==> src/hw/rtl/psfp_pkg.sv <==
// Shared types and constants for the particulate sensor frame parser.
package psfp_pkg;

    localparam int NUM_FIELDS = 6;
    localparam int POS_W      = 5;
    localparam int SUM_W      = 13;
    localparam int WORD_W     = 16;

    localparam logic [POS_W-1:0] POS_START_A  = 5'd0;
    localparam logic [POS_W-1:0] POS_START_B  = 5'd1;
    localparam logic [POS_W-1:0] POS_LEN_HI   = 5'd2;
    localparam logic [POS_W-1:0] POS_LEN_LO   = 5'd3;
    localparam logic [POS_W-1:0] FIELD_FIRST  = 5'd4;
    localparam logic [POS_W-1:0] FIELD_LAST   = 5'd15;
    localparam logic [POS_W-1:0] SUM_BYTES    = 5'd30;
    localparam logic [POS_W-1:0] POS_CHECK_HI = 5'd30;
    localparam logic [POS_W-1:0] POS_LAST     = 5'd31;

    localparam logic [7:0] START_A   = 8'h42;
    localparam logic [7:0] START_B   = 8'h4D;
    localparam logic [7:0] LEN_HI    = 8'h00;
    localparam logic [7:0] LEN_LO    = 8'd28;

    typedef enum logic [1:0] {
        STATUS_OK        = 2'd0,
        STATUS_LEN_ERR   = 2'd1,
        STATUS_DELIM_ERR = 2'd2,
        STATUS_SUM_ERR   = 2'd3
    } status_t;

    typedef logic [NUM_FIELDS-1:0][WORD_W-1:0] field_vec_t;

    typedef struct packed {
        status_t    status;
        field_vec_t conc;
    } result_t;

endpackage

==> src/hw/rtl/particulate_sensor_frame_parser_core.sv <==
// Particulate sensor 32-byte frame parser: per-byte checks and result buffering.
//
//   channel | direction | handshake           | payload
//   --------+-----------+---------------------+-------------------------------------
//   in      | sink      | in_valid / in_stall | rx_byte, chunk_end
//   out     | source    | out_valid/out_stall | status, std_/atm_ pm1, pm2p5, pm10
//
// One byte is taken per cycle while in_stall is low; the parse state updates at the accepting edge.
// A beat with chunk_end set writes its result to the output register when it is empty or draining.
// A result that meets a stalled output register parks in a one-entry skid buffer;
// in_stall is high only while that skid entry is occupied.
// rst_n clears the parse state and the valid flags of both result buffers asynchronously.
module particulate_sensor_frame_parser_core (
    input  logic              clk,
    input  logic              rst_n,
    input  logic              in_valid,
    output logic              in_stall,
    input  logic [7:0]        rx_byte,
    input  logic              chunk_end,
    output logic              out_valid,
    input  logic              out_stall,
    output psfp_pkg::status_t status,
    output logic [15:0]       std_pm1,
    output logic [15:0]       std_pm2p5,
    output logic [15:0]       std_pm10,
    output logic [15:0]       atm_pm1,
    output logic [15:0]       atm_pm2p5,
    output logic [15:0]       atm_pm10
);
    import psfp_pkg::*;

    // Chunk parse state.
    logic [POS_W-1:0] byte_position_reg,    byte_position_next;
    logic             first_frame_done_reg, first_frame_done_next;
    logic [SUM_W-1:0] running_sum_reg,      running_sum_next;
    logic             delimiter_ok_reg,     delimiter_ok_next;
    logic [7:0]       check_high_byte_reg,  check_high_byte_next;
    logic             checksum_ok_reg,      checksum_ok_next;
    field_vec_t       field_values_reg,     field_values_next;

    // Output register and skid entry.
    logic    out_valid_reg;
    result_t out_data_reg;
    logic    skid_valid_reg;
    result_t skid_data_reg;

    logic             in_accept;
    logic             out_fire;
    logic             new_valid;
    result_t          new_result;
    logic [POS_W-1:0] pos;
    logic [POS_W-1:0] field_off;
    logic [2:0]       field_idx;

    assign in_stall  = skid_valid_reg;
    assign in_accept = in_valid && !in_stall;
    assign out_fire  = out_valid_reg && !out_stall;
    assign new_valid = in_accept && chunk_end;

    assign pos       = byte_position_reg;
    assign field_off = pos - FIELD_FIRST;
    assign field_idx = field_off[3:1];

    // Next parse state, folding in the current byte.
    always_comb
    begin
        byte_position_next    = pos + 5'd1;
        first_frame_done_next = first_frame_done_reg || (pos == POS_LAST);
        running_sum_next      = running_sum_reg;
        delimiter_ok_next     = delimiter_ok_reg;
        check_high_byte_next  = check_high_byte_reg;
        checksum_ok_next      = checksum_ok_reg;
        field_values_next     = field_values_reg;

        // Only the first frame of the chunk is examined.
        if (!first_frame_done_reg)
        begin
            if (pos < SUM_BYTES)
            begin
                running_sum_next = running_sum_reg + {{(SUM_W-8){1'b0}}, rx_byte};
            end

            case (pos)
                POS_START_A:
                begin
                    if (rx_byte != START_A) delimiter_ok_next = 1'b0;
                end
                POS_START_B:
                begin
                    if (rx_byte != START_B) delimiter_ok_next = 1'b0;
                end
                POS_LEN_HI:
                begin
                    if (rx_byte != LEN_HI) delimiter_ok_next = 1'b0;
                end
                POS_LEN_LO:
                begin
                    if (rx_byte != LEN_LO) delimiter_ok_next = 1'b0;
                end
                POS_CHECK_HI:
                begin
                    check_high_byte_next = rx_byte;
                end
                POS_LAST:
                begin
                    // Check word is big-endian; compare high and low bytes apart.
                    checksum_ok_next =
                        (check_high_byte_reg == {3'b000, running_sum_reg[SUM_W-1:8]}) &&
                        (rx_byte == running_sum_reg[7:0]);
                end
                default:
                begin
                end
            endcase

            // Even offset loads the high byte and clears the low; odd fills the low.
            if (pos inside {[FIELD_FIRST:FIELD_LAST]})
            begin
                for (int j = 0; j < NUM_FIELDS; j++)
                begin
                    if (field_idx == 3'(j))
                    begin
                        if (!pos[0])
                        begin
                            field_values_next[j] = {rx_byte, 8'h00};
                        end
                        else
                        begin
                            field_values_next[j][7:0] = rx_byte;
                        end
                    end
                end
            end
        end
    end

    // Result for a chunk that ends on this beat; length first, then delimiter, then sum.
    always_comb
    begin
        if (byte_position_next != '0)
        begin
            new_result.status = STATUS_LEN_ERR;
        end
        else if (!delimiter_ok_next)
        begin
            new_result.status = STATUS_DELIM_ERR;
        end
        else if (!checksum_ok_next)
        begin
            new_result.status = STATUS_SUM_ERR;
        end
        else
        begin
            new_result.status = STATUS_OK;
        end
        new_result.conc = (new_result.status == STATUS_OK) ? field_values_next : '0;
    end

    // Parse state: advance on every accepted beat, drop back to reset at chunk end.
    always_ff @(posedge clk or negedge rst_n)
    begin
        if (!rst_n)
        begin
            byte_position_reg    <= '0;
            first_frame_done_reg <= 1'b0;
            running_sum_reg      <= '0;
            delimiter_ok_reg     <= 1'b1;
            check_high_byte_reg  <= '0;
            checksum_ok_reg      <= 1'b0;
            field_values_reg     <= '0;
        end
        else if (in_accept)
        begin
            if (chunk_end)
            begin
                byte_position_reg    <= '0;
                first_frame_done_reg <= 1'b0;
                running_sum_reg      <= '0;
                delimiter_ok_reg     <= 1'b1;
                check_high_byte_reg  <= '0;
                checksum_ok_reg      <= 1'b0;
                field_values_reg     <= '0;
            end
            else
            begin
                byte_position_reg    <= byte_position_next;
                first_frame_done_reg <= first_frame_done_next;
                running_sum_reg      <= running_sum_next;
                delimiter_ok_reg     <= delimiter_ok_next;
                check_high_byte_reg  <= check_high_byte_next;
                checksum_ok_reg      <= checksum_ok_next;
                field_values_reg     <= field_values_next;
            end
        end
    end

    // Output register with skid: refill when empty or draining, else park the new result.
    always_ff @(posedge clk or negedge rst_n)
    begin
        if (!rst_n)
        begin
            out_valid_reg  <= 1'b0;
            skid_valid_reg <= 1'b0;
        end
        else if (!out_valid_reg || out_fire)
        begin
            if (skid_valid_reg)
            begin
                out_valid_reg  <= 1'b1;
                skid_valid_reg <= 1'b0;
            end
            else
            begin
                out_valid_reg <= new_valid;
            end
        end
        else if (new_valid)
        begin
            skid_valid_reg <= 1'b1;
        end
    end

    always_ff @(posedge clk)
    begin
        if (!out_valid_reg || out_fire)
        begin
            if (skid_valid_reg)
            begin
                out_data_reg <= skid_data_reg;
            end
            else if (new_valid)
            begin
                out_data_reg <= new_result;
            end
        end
        else if (new_valid)
        begin
            skid_data_reg <= new_result;
        end
    end

    assign out_valid = out_valid_reg;
    assign status    = out_data_reg.status;
    assign std_pm1   = out_data_reg.conc[0];
    assign std_pm2p5 = out_data_reg.conc[1];
    assign std_pm10  = out_data_reg.conc[2];
    assign atm_pm1   = out_data_reg.conc[3];
    assign atm_pm2p5 = out_data_reg.conc[4];
    assign atm_pm10  = out_data_reg.conc[5];

`ifndef NO_ASSERTIONS
    a_skid_behind_out: assert property (@(posedge clk) disable iff (!rst_n)
        skid_valid_reg |-> out_valid_reg)
        else $error("skid entry held while output register empty");

    a_err_fields_zero: assert property (@(posedge clk) disable iff (!rst_n)
        (out_valid_reg && status != STATUS_OK) |->
        (std_pm1 == 16'd0 && std_pm2p5 == 16'd0 && std_pm10 == 16'd0 &&
         atm_pm1 == 16'd0 && atm_pm2p5 == 16'd0 && atm_pm10 == 16'd0))
        else $error("concentrations nonzero on error status");

    a_chunk_clears: assert property (@(posedge clk) disable iff (!rst_n)
        (in_valid && !in_stall && chunk_end) |=>
        (byte_position_reg == '0 && !first_frame_done_reg && delimiter_ok_reg))
        else $error("parse state not cleared after chunk end");

    a_result_lands: assert property (@(posedge clk) disable iff (!rst_n)
        (in_valid && !in_stall && chunk_end) |=> out_valid_reg)
        else $error("chunk end beat produced no result");
`endif

endmodule
==> config.mk <==
export PLATFORM = sky130hd
export DESIGN_NAME = particulate_sensor_frame_parser_core
export DESIGN_NICKNAME = d
export VERILOG_FILES = /design/src/hw/rtl/psfp_pkg.sv /design/src/hw/rtl/particulate_sensor_frame_parser_core.sv
export SDC_FILE = /design/constraint.sdc
export NUM_CORES = 1
export LEC_CHECK = 0
export ABC_AREA = 1
export BUFFER_PORTS_ARGS = -buffer_cell sky130_fd_sc_hd__buf_2
export CORE_ASPECT_RATIO = 2
export CORE_MARGIN = 2
export CORE_UTILIZATION = 55
export CTS_BUF_LIST = sky130_fd_sc_hd__clkbuf_8
export DETAILED_ROUTE_END_ITERATION = 6
export PLACE_DENSITY_LB_ADDON = 0.12
export SKIP_LAST_GASP = 1
export SYNTH_ARGS = -nofsm -noshare
export SYNTH_HDL_FRONTEND = slang
export SYNTH_SLANG_ARGS = --single-unit
==> constraint.sdc <==
create_clock -name clk -period 15.85 [get_ports clk]
set_input_delay 1.585 -clock clk [delete_from_list [all_inputs] [get_ports clk]]
set_output_delay 1.585 -clock clk [all_outputs]
set_load 0.05 [all_outputs]
* Word-level counts from Yosys, hierarchy flattened
Cells that the tools add are included.
** Word-level totals
- Register bits after elaboration :: 323
- Latch bits :: 0
- RAM bits :: 0
- Bits in read-only memories :: 0
- Input bits :: 13
- Output and inout port bits :: 100
- Logic and storage cells :: 117
- Memories :: 0
** Operators by class
- $add $sub $neg :: 3
- Multipliers :: 0
- Divide/modulo/power cells :: 0
- $lt $le $gt $ge :: 3
- Eq/ne operators :: 16
- Shifts and indexed selects :: 0
- Muxes and demuxes :: 43
- Bitwise gates (word level) :: 1
- Reduce and logical (&&, ||, !) cells :: 23
** Operators with widths (number)
- $mux 96 :: 4
- $mux 98 :: 2
- $mux 16 :: 6
- $mux 8 :: 10
- $mux 13 :: 3
- $ne 8x7->1 const B :: 2
- $add 13x8->13 :: 1
- $mux 1 :: 13
- $eq 5x2->1 const B :: 2
- $eq 5x5->1 const B :: 2
- $eq 8x5->1 :: 1
- $eq 8x8->1 :: 1
- $ne 8x5->1 const B :: 1
- $reduce_bool 2->1 :: 4
- $reduce_bool 8->1 :: 1
- $eq 3x2->1 const B :: 2
- $eq 3x3->1 const B :: 2
- $mux 2 :: 3
- $reduce_and 3->1 :: 2
- $add 5x1->5 const B :: 1
- $eq 5x1->1 const B :: 1
- $ge 5x3->1 const B :: 1
- $le 5x4->1 const B :: 1
- $logic_and 1x1->1 :: 5
- 14 further kinds :: 18

* Longest topological paths before layout
- Word-level depth :: 11
- Gate-level depth with buffers :: 16
- Depth with buffers taken out :: 14

* Worst setup path after synthesis
OpenSTA, ideal clock, no wires.
- Path kind :: input port to flip-flop
- From :: input in_valid
- To :: register out_data_reg, in the netlist atm_pm10[0] (enable)
- Library setup time :: 587 ps
- Arrival :: 6874 ps
- Required time :: 15263 ps
- Setup slack :: 8389 ps
- Stages :: 5
- Path buffers :: 1
- Cell sequence :: nand2_1 > clkbuf_1 > nor2_1 > nor2_1 > a21oi_1
** Between the ends
- Longest elaborated chain between the ends :: 4
** Ends and longest elaborated chain
- start: declaration :: line particulate_sensor_frame_parser_core.sv:16 : input logic in_valid,
- $logic_and 1x1->1 :: line particulate_sensor_frame_parser_core.sv:56 : assign in_accept = in_valid && !in_stall;
- $logic_and 1x1->1 :: line particulate_sensor_frame_parser_core.sv:58 : assign new_valid = in_accept && chunk_end;
- $reduce_bool 2->1 (no line)
- $reduce_and 2->1 (no line)
- end signal: assignment :: line particulate_sensor_frame_parser_core.sv:229 : out_data_reg <= skid_data_reg;
- end signal: assignment :: line particulate_sensor_frame_parser_core.sv:233 : out_data_reg <= new_result;
- end: declaration :: line particulate_sensor_frame_parser_core.sv:43 : result_t out_data_reg;
Every way passes these cells.
A chain may end at the register's enable or synchronous reset.

* Worst setup path in the final report
- From :: register skid_valid_reg, in the netlist in_stall
- To :: register skid_data_reg[20] (netlist bit) (enable)
** Between the ends
- Longest elaborated chain between the ends :: 4
** Ends and longest elaborated chain
- start: declaration :: line particulate_sensor_frame_parser_core.sv:44 : logic skid_valid_reg;
- start signal: assignment :: line particulate_sensor_frame_parser_core.sv:203 : skid_valid_reg <= 1'b0;
- start signal: assignment :: line particulate_sensor_frame_parser_core.sv:210 : skid_valid_reg <= 1'b0;
- start signal: assignment :: line particulate_sensor_frame_parser_core.sv:219 : skid_valid_reg <= 1'b1;
- $logic_not 1->1 :: line particulate_sensor_frame_parser_core.sv:56
- $logic_and 1x1->1 :: line particulate_sensor_frame_parser_core.sv:56
- $logic_and 1x1->1 :: line particulate_sensor_frame_parser_core.sv:58
- $reduce_and 2->1 (no line)
- end signal: assignment :: line particulate_sensor_frame_parser_core.sv:238 : skid_data_reg <= new_result;
- end: declaration :: line particulate_sensor_frame_parser_core.sv:45 : result_t skid_data_reg;
Every way passes these cells.

==> insert_results.sql <==
INSERT INTO impl_metrics (metric_group, metric, value, unit) VALUES
('placed_design', 'pre_cts_slack', '11.29', 'ns'),
('hold_path', 'timing.hold.worst_path_depth', '2', ''),
('timing', 'finalHoldViolCount', '0', ''),
('clock_network', 'cts_hold_buffers', '0', ''),
('power', 'post-layout-total-power', '1.80', 'mW'),
('floorplanning', 'initial_utilization', '0.556', ''),
('layout', 'syn2layout_area_growth', '10.9', '%'),
('timing', 'fmaxAchievable', '234', 'MHz'),
('clock_network', 'clk_pin_slew_worst_paths', '0.07', 'ns'),
('critical_path', 'critPathRequiredTime', '16.04', 'ns'),
('routing', 'firstDrtPassIters', '6', ''),
('clock_network', 'number_of_buffers_on_the_longest_clock_path', '3', ''),
('layout', 'finish.cell_count_without_fillers', '2097', ''),
('timing', 'setup-violations-final', '0', ''),
('outcome', 'outcome', 'finished clean', ''),
('routing', 'drc', '0', ''),
('layout', 'largest_reg_flops', '98', ''),
('placed_design', 'place.gp.congestion', '0.909', ''),
('timing', 'fin_crit_share', '0.270', ''),
('timing', 'timing_max_transition_violations_final', '0', ''),
('critical_path', 'critical-path-top-cell-by-count', 'sky130_fd_sc_hd__buf_4', ''),
('timing', 'period_needed', '4.27', 'ns'),
('job', 'drv.max_cap_violation_count', '0', ''),
('yosys', 'mappedNetlistNets', '1660', ''),
('layout', 'post-route-util', '0.617', ''),
('layout', 'finalNetCount', '1743', ''),
('yosys', 'netlist.top_cell.by_area', 'sky130_fd_sc_hd__edfxtp_1', ''),
('yosys', 'ys_seq_area_frac', '0.608', ''),
('critical_path', 'crit_chain', 'inv_2 > nand2_2 > nor2_1 > inv_1 > nor2_4 > buf_4 > buf_4', ''),
('timing', 'timing.slew.headroom', '0.202', ''),
('placed_design', 'placed_cell_area', '0.0157', 'mm^2'),
('critical_path', 'path_max_fanout', '56', ''),
('clock_network', 'source_to_sink_clock_delay_at_the_later_pin_of_the_worst_skew_pair', '0.57', 'ns'),
('clock_network', 'post-cts-setup-buffer-count', '0', ''),
('yosys', 'postSynthCellCount', '1629', ''),
('floorplanning', 'floorplan.core_area', '0.0268', 'mm^2'),
('clock_network', 'cts_tree', 'yes', ''),
('critical_path', 'reg2reg_depth', '7', ''),
('timing', 'unrepaired_setup_endpoints_after_global_routing', 'false', ''),
('layout', 'post_route_cells_drive_above_1_share', '0.118', ''),
('layout', 'footprint_of_the_multi_input_gates', '0.00498', 'mm^2'),
('layout', 'register_area', '0.00907', 'mm^2'),
('routing', 'routed_wl', '40100', 'um'),
('yosys', 'synth.area.top_cells', 'sky130_fd_sc_hd__edfxtp_1, sky130_fd_sc_hd__dfrtp_1, sky130_fd_sc_hd__nand2_1', ''),
('critical_path', 'timing.critical_path.slowest_cell_delay', '0.78', 'ns'),
('yosys', 'syn_area_per_cell', '9.15', 'um^2'),
('timing', 'worst-slew-pin-transition', '1.20', 'ns'),
('global_route', 'grt_pass1_vias', '11921', ''),
('routing', 'drt_via_density', '5.72', ''),
('routing', 'detailroute.via_count', '11989', ''),
('timing', 'timing.hold.ws', '0.484', 'ns'),
('layout', 'final_design_area_no_fill', '0.0165', 'mm^2'),
('routing', 'detail-route-antenna-nets', '0', ''),
('critical_path', 'worstSetupEndpointType', 'flop', ''),
('global_route', 'remaining_global_route_overflow', '0', ''),
('placed_design', 'hpwlAfterDp', '23700', 'um'),
('clock_network', 'cts_resized', '0', ''),
('placed_design', 'portBuffers', '112', ''),
('floorplanning', 'num_rows', '85', ''),
('timing', 'fin_skew', '0.0229', 'ns'),
('floorplanning', 'floorplan.die.width', '120', 'um'),
('yosys', 'yosysWarningCount', '0', ''),
('clock_network', 'clock-root-buffer', 'sky130_fd_sc_hd__clkbuf_8', ''),
('critical_path', 'worst_ep_arrival_time', '4.47', 'ns'),
('floorplanning', 'dieArea', '0.0285', 'mm^2'),
('layout', 'fillers', '2337', ''),
('floorplanning', 'die_h', '237', 'um'),
('critical_path', 'critical_path.startpoint_type', 'flop', ''),
('layout', 'layout.cells.most_common', 'sky130_fd_sc_hd__nand2_1', ''),
('timing', 'tns', '0', 'ns'),
('power', 'worst_supply_voltage_drop_on_vdd', '0.0685', 'mV');
-- synthesized netlist by cell type, drive strengths merged --
cell,number
clkbuf,61
dfrtp,126
a21oi,14
fa,1
buf,27
xor2,3
a21boi,2
o21ai,168
a22oi,1
or2,1
o21bai,1
inv,145
o2111ai,1
and3,1
edfxtp,196
ha,17
dfstp,1
nor3,6
o22ai,7
xnor2,3
nand3b,2
nor2,140
clkinv,1
o21a,3
a31oi,1
nand2,524
nand4,104
nand3,72
-- where the power goes --
| part | switching, mW | leakage (nW) | internal, mW |
|---|---|---|---|
| Sequential | 0.0197 | 3.60 | 0.927 |
| Clock | 0.314 | 0.485 | 0.296 |
| Combinational | 0.190 | 2.88 | 0.0537 |
-- layer usage --
metal  up-vias  share of wire  global-route usage
met2       472           0.51               0.496
met3        94          0.063              0.0340
met1      5828           0.39               0.351
li1       5595              -                   -
met5         -              0                   0
met4         0          0.042               0.130
-- critical path, delay by kind of cell, from the launching register on --
| family | cells | cell delay (ns) |
|---|---|---|
| buffers and inverters | 4 | 2.09 |
| AND/OR/NAND/NOR | 3 | 0.96 |
| flip-flops | 1 | 0.74 |
-- cell families (layout without fill, tap and decap cells) --
family	after synthesis	after routing	synth area share
AOI/OAI and AO/OA	198	198	0.0696
adders and majority gates	18	18	0.0156
buffers and inverters	234	352	0.0608
DFF	323	323	0.608
and+or+nand+nor	850	850	0.242
other	0	2	0
xor gates and xnor gates	6	6	0.00353
-- area by class of cell --
class,count,area share
sequential,323,0.548
multi-input combinational,1072,0.301
timing repair buffer,126,0.0404
clock buffer,48,0.0400
inverter,146,0.0332
tap,348,0.0263
clock inverter,32,0.00976
antenna,2,0.000303
-- path summary, 6_finish.rpt --
kind	startpoint	slack, ns	endpoint
worst min-delay path	field_values_reg[20]$_DFFE_PN0P_	0.48	field_values_reg[20]$_DFFE_PN0P_
worst max register to register	in_stall$_DFFE_PN0P_	11.58	skid_data_reg[20]$_DFFE_PP_
min in group asynchronous	rst_n	1.16	running_sum_reg[12]$_DFFE_PN0P_
worst min register to register	field_values_reg[20]$_DFFE_PN0P_	0.48	field_values_reg[20]$_DFFE_PN0P_
worst max-delay path	in_stall$_DFFE_PN0P_	11.58	skid_data_reg[20]$_DFFE_PP_
max in group asynchronous	rst_n	13.28	field_values_reg[17]$_DFFE_PN0P_
No activity file was read; power rests on OpenSTA's default activity.
